[src/design/gslm_ram.sv]
// simple dual-port synchronous ram, one write and one registered read
`default_nettype none
module gslm_ram #(
  parameter int DEPTH = 256,
  parameter int WIDTH = 9
) (
  input  wire logic                     clk,
  input  wire logic                     we,
  input  wire logic [$clog2(DEPTH)-1:0] waddr,
  input  wire logic [WIDTH-1:0]         wdata,
  input  wire logic                     re,
  input  wire logic [$clog2(DEPTH)-1:0] raddr,
  output      logic [WIDTH-1:0]         rdata
);

  logic [WIDTH-1:0] mem [DEPTH];

  always_ff @(posedge clk) begin
    if (we) begin
      mem[waddr] <= wdata;
    end
  end

  always_ff @(posedge clk) begin
    if (re) begin
      rdata <= mem[raddr];
    end
  end

endmodule
`default_nettype wire

[config.mk]
export PLATFORM = sky130hd
export DESIGN_NAME = gslm_ram
export DESIGN_NICKNAME = d
export VERILOG_FILES = /design/src/design/gslm_ram.sv
export SDC_FILE = /design/constraint.sdc
export NUM_CORES = 2
export LEC_CHECK = 0
export BUFFER_PORTS_ARGS = -buffer_cell sky130_fd_sc_hd__buf_2
export CAP_MARGIN = 20
export CORE_ASPECT_RATIO = 0.75
export CORE_UTILIZATION = 57
export CTS_CLUSTER_DIAMETER = 30
export CTS_CLUSTER_SIZE = 14
export DETAILED_ROUTE_END_ITERATION = 16
export PLACE_DENSITY_LB_ADDON = 0.15
export SYNTH_ARGS = -nofsm -noshare
export SYNTH_HDL_FRONTEND = slang
export SYNTH_SLANG_ARGS = --single-unit
[constraint.sdc]
create_clock -name clk -period 1.9 [get_ports clk]
set_input_delay 0.095 -clock clk [delete_from_list [all_inputs] [get_ports clk]]
set_output_delay 0.095 -clock clk [all_outputs]
set_load 0.02 [all_outputs]
# Yosys cells after proc, flatten, opt, wreduce, memory -nomap -nowiden
# Memory sizes are Yosys's and may differ from the RTL's. A register that Yosys moved wholly into a read port is not among the register bits.
# Index checks and enable logic that the tools add are counted.
totals:
  register_bits: 0
  ram_bits: 2304
  mem_count: 1
mem_list:
  columns: ["memory", "depth", "word_bits", "read_ports", "rd_clocked_by_memory_dff", "write_ports", "line", "source"]
  rows:
  - ["mem", 256, 9, 1, 1, 1, "16", "logic [WIDTH-1:0] mem [DEPTH];"]
op_classes:
  muxes: 2
op_table:
  columns: ["operator", "n"]
  rows:
  - ["$mux 1", 2]

# Longest topological paths before layout
logic_depth:
  ltp_word: 2
  ltp_mapped: 11
  depth_no_buf: 6

# Worst setup path after synthesis
# OpenSTA, ideal clock, no wires.
synth_path:
  path_type: "input-to-reg"
  start: "in raddr[0]"
  end: "reg rdata[7], read port of mem, data pin"
  setup_time_ps: 265
  t_arrival_ps: 1793
  t_required_ps: 1635
  path_slack_ps: -157
  cell_stages: 9
  path_buffers: 4
  path_cell_list: "buf_6 -> buf_12 -> buf_6 -> buf_6 -> mux4_2 -> a22oi_1 -> a21oi_1 -> nor4_1 -> nor3_1"
synth_lines:
  columns: ["item", "line", "source"]
  rows:
  - ["start, declared", "12", "input wire logic [$clog2(DEPTH)-1:0] raddr,"]
  - ["end, declared", "13", "output logic [WIDTH-1:0] rdata"]

==> impl_results.md <==
- Antenna violations before repair: 8
- Max_slew headroom: 37.4%
- Critical Path AT: 3.09 ns
- Routed WL: 241000 um
- Die Span X: 459 um
- Die area: 158000 um2
- Slew Limit Fails: 0
- Part of the power in registers: between 40 and 50%
- Reg clk slew, reported paths: 0.05 ns
- Hold Slack: ~0.074 ns
- Critical Path Source Type: flop
- Wire length on met2: 106000 um
- Switching part of the total: a little over a fifth
- Combinational Power Share: 4.9%
- Number of H-tree levels: 5
- Clock Latency Late Sink: 0.94 ns
- Post-Synth XOR/XNOR Area: 0%
- Port buffer count: 36
- Setup crit end kind: flop
- Async SR Flop Fraction: 0%
- Crit share post-route: 127%
- Multi-input logic area: 19300 um2
- Utilization after layout: 71.9%
- Post-layout worst setup margin: -0.509 ns
- Placed insts: 6894
- Simple-gate share of the synthesized area: 2.50%
- Synthesized Nets: around 4300
- Initial Util: between 50 and 60%
- Filler cells: 8969
- Commonest non-fill, non-tap cell in the layout: edfxtp_1
- Drt drc: 0
- Worst path max stage delay: approximately 0.50 ns
- P_sw: roughly 28 mW
- Dpl hpwl: 153000 um
- Slowest CP cell: mux4_2
- Post-Syn Instances: 4237
- Root buf cell: clkbuf_16
- Fmax: 415 MHz
- Wl on met1: 98300 um
- Mapped cell area: a little under 90000 um2
- Wire per inst: 31.8 um
- PnR Total Power: 129 mW
- Post-layout min period: between 2 and 2.5 ns
- Status: finished with violations
- DRT antenna net count: 0
- DR top layer: met5
- Final net count: 5212
- Clk sinks: 2313
- Standard-cell rows: 125
- Max VDD drop: 1.07 mV
- Ys Warns: 0
- Vias in the first global route: 47900
- Post-Layout Cell Count: 7570
- Core ar.: 155000 um2
- Reported max-cap violation count: 0
- Post-synthesis mux area share: 14.3%
- Setup Skew: between 0.05 and 0.06 ns
- Met3 routed WL: 30200 um
- Share of cells above drive strength 1: between 30% and 40%
- RSZ-0062 raised after global routing: true
- Pwr dens: 1160 nW/um2
- # setup viols final: 11
- Worst-Margin Slew: 0.938 ns
- Initial DRC Count: 6254
- Vias: 48500
- Post-synthesis sequential area ratio: 77.7%
- Yosys reg bits: 2313
- RePlAce Congestion: 0.908
- Pin count of the biggest net entering global routing: 90
- Min-delay worst type: in2reg
- Lkg Pwr: about 37 nW
- I/O pins: 37
- FF+latch area: 69500 um2
- Largest family of logic cells by synthesized area: multiplexers
- Syn avg cell area: 21.1 um2
- TritonCTS clock tree: built
- Post-synthesis compound-gate area fraction: 3.75%
- EDFF count, synth: 2313
- Commonest non-fill, non-tap cells in the layout: edfxtp_1 (2313), buf_4 (647), mux4_2 (468)
- Main flop type after synthesis: edfxtp_1
- Crit path max fanout: 1
- Syn-to-layout area delta: 25.0%
- Critical path class: reg2reg
- Die H: 345 um
- Critical Path RT: roughly 2.6 ns
- Synth Area in Adders: 0%
- Max Root-Sink Buffers: 4
- Gr ovfl total: 0
- Critical path cell sequence: mux4_2 -> a22o_1 -> a221oi_2 -> o32ai_1 -> o22ai_4 -> buf_6 -> nor3_2
- GR Util All Layers: 30.8%
- Cts bufs inserted: 370
- Fin. Hold Viols: 0
- Clock power frac: 51.4%
- Setup WS pre-CTS: -1.47 ns
- Int Pwr: 101 mW
- DR vias/cell: approximately 6.4
- Failing checks: setup timing
- Yosys cell types: 56
- 1st-pass router iterations: 5
- First-pass GRT wire length: ~340000 um
[sequential cells by signal (all words and copies together), names as in the netlist]
name and flops:
rdata 9, mem 2304
[repair_timing]
item / CTS / global route
hold buffers: 18 / 0
pin swaps: 32 / 27
resized for setup: 108 / 50
buffers inserted: 0 / 0
endpoints found under the hold margin: 2322 / 0
endpoints found under the setup margin: 9 / 11
[cells in the mapped netlist, types with 28 or more instances]
library cell | n | area share, %
a21oi_1 | 98 | 0.55
a22oi_1 | 174 | 1.5
buf_2 | 54 | 0.30
buf_4 | 28 | 0.24
clkbuf_1 | 120 | 0.50
edfxtp_1 | 2313 | 78
mux2i_1 | 177 | 2.0
mux4_2 | 467 | 12
nand2_1 | 40 | 0.17
nand3_1 | 31 | 0.17
nor2_1 | 305 | 1.3
nor2b_1 | 28 | 0.20
o21ai_0 | 31 | 0.17
o221ai_1 | 35 | 0.34
o22ai_1 | 65 | 0.46
[routing by layer]
| metal | global-route usage (%) | vias up |
|---|---|---|
| met5 | 0 | - |
| met4 | 9.22 | 2 |
| met3 | 8.86 | 379 |
| met2 | 43.7 | 2997 |
| met1 | 46.7 | 25300 |
| li1 | - | 19900 |
[area by class of cell]
cell class | instances | area share, %
Sequential cell | 2313 | 62.2
Multi-Input combinational cell | 1663 | 17.3
Clock buffer | 395 | 8.43
Timing Repair Buffer | 834 | 7.15
Clock inverter | 263 | 2.60
Tap cell | 2095 | 2.35
Antenna cell | 5 | 0.0112
Inverter | 2 | 0.00672
[per-stage QoR]
step / setup TNS (ns) / area [um2]
after floorplan: -45.78 / 89700
after global placement: -11.72 / 98400
after detailed placement: -11.82 / 98400
after CTS: -2.57 / 111000
after global routing: -3.00 / 112000
final: -2.82 / 112000
[path summary, 6_finish.rpt]
path                     from     endpoint  slack (ns)  cells after the start
setup / recovery   mem[67][7]     rdata[7]       -0.51                      7
hold / removal       waddr[5]  mem[128][8]        0.07                      5
setup reg to reg   mem[67][7]     rdata[7]       -0.51                      7
hold reg to reg   mem[248][4]     rdata[4]        1.08                      4
[critical path: cells and delay by family, from the launching register on]
kind            cells  cell delay [ns]
simple gates        1             0.04
compound gates      4             1.07
mux                 1             0.50
buf+inv             1             0.15
flops               1             0.38
[logic make-up (layout without fill, tap and decap cells)]
family / after synthesis / count (layout)
mux: 674 / 674
flops: 2313 / 2313
other cells: 0 / 5
compound gates: 489 / 489
simple gates: 500 / 500
buf+inv: 261 / 1494
[power by group through the flow]
stage | registers (mW) | clock network [mW] | logic, mW
global placement | 57.4 | 0 | 5.91
finish | 56.4 | 66.5 | 6.39
floorplan | 57.4 | 0 | 2.75
detailed placement | 57.4 | 0 | 5.98
CTS | 56.4 | 67.0 | 6.24
global route | 56.4 | 69.2 | 6.63
(Power assumes the default switching activity.)
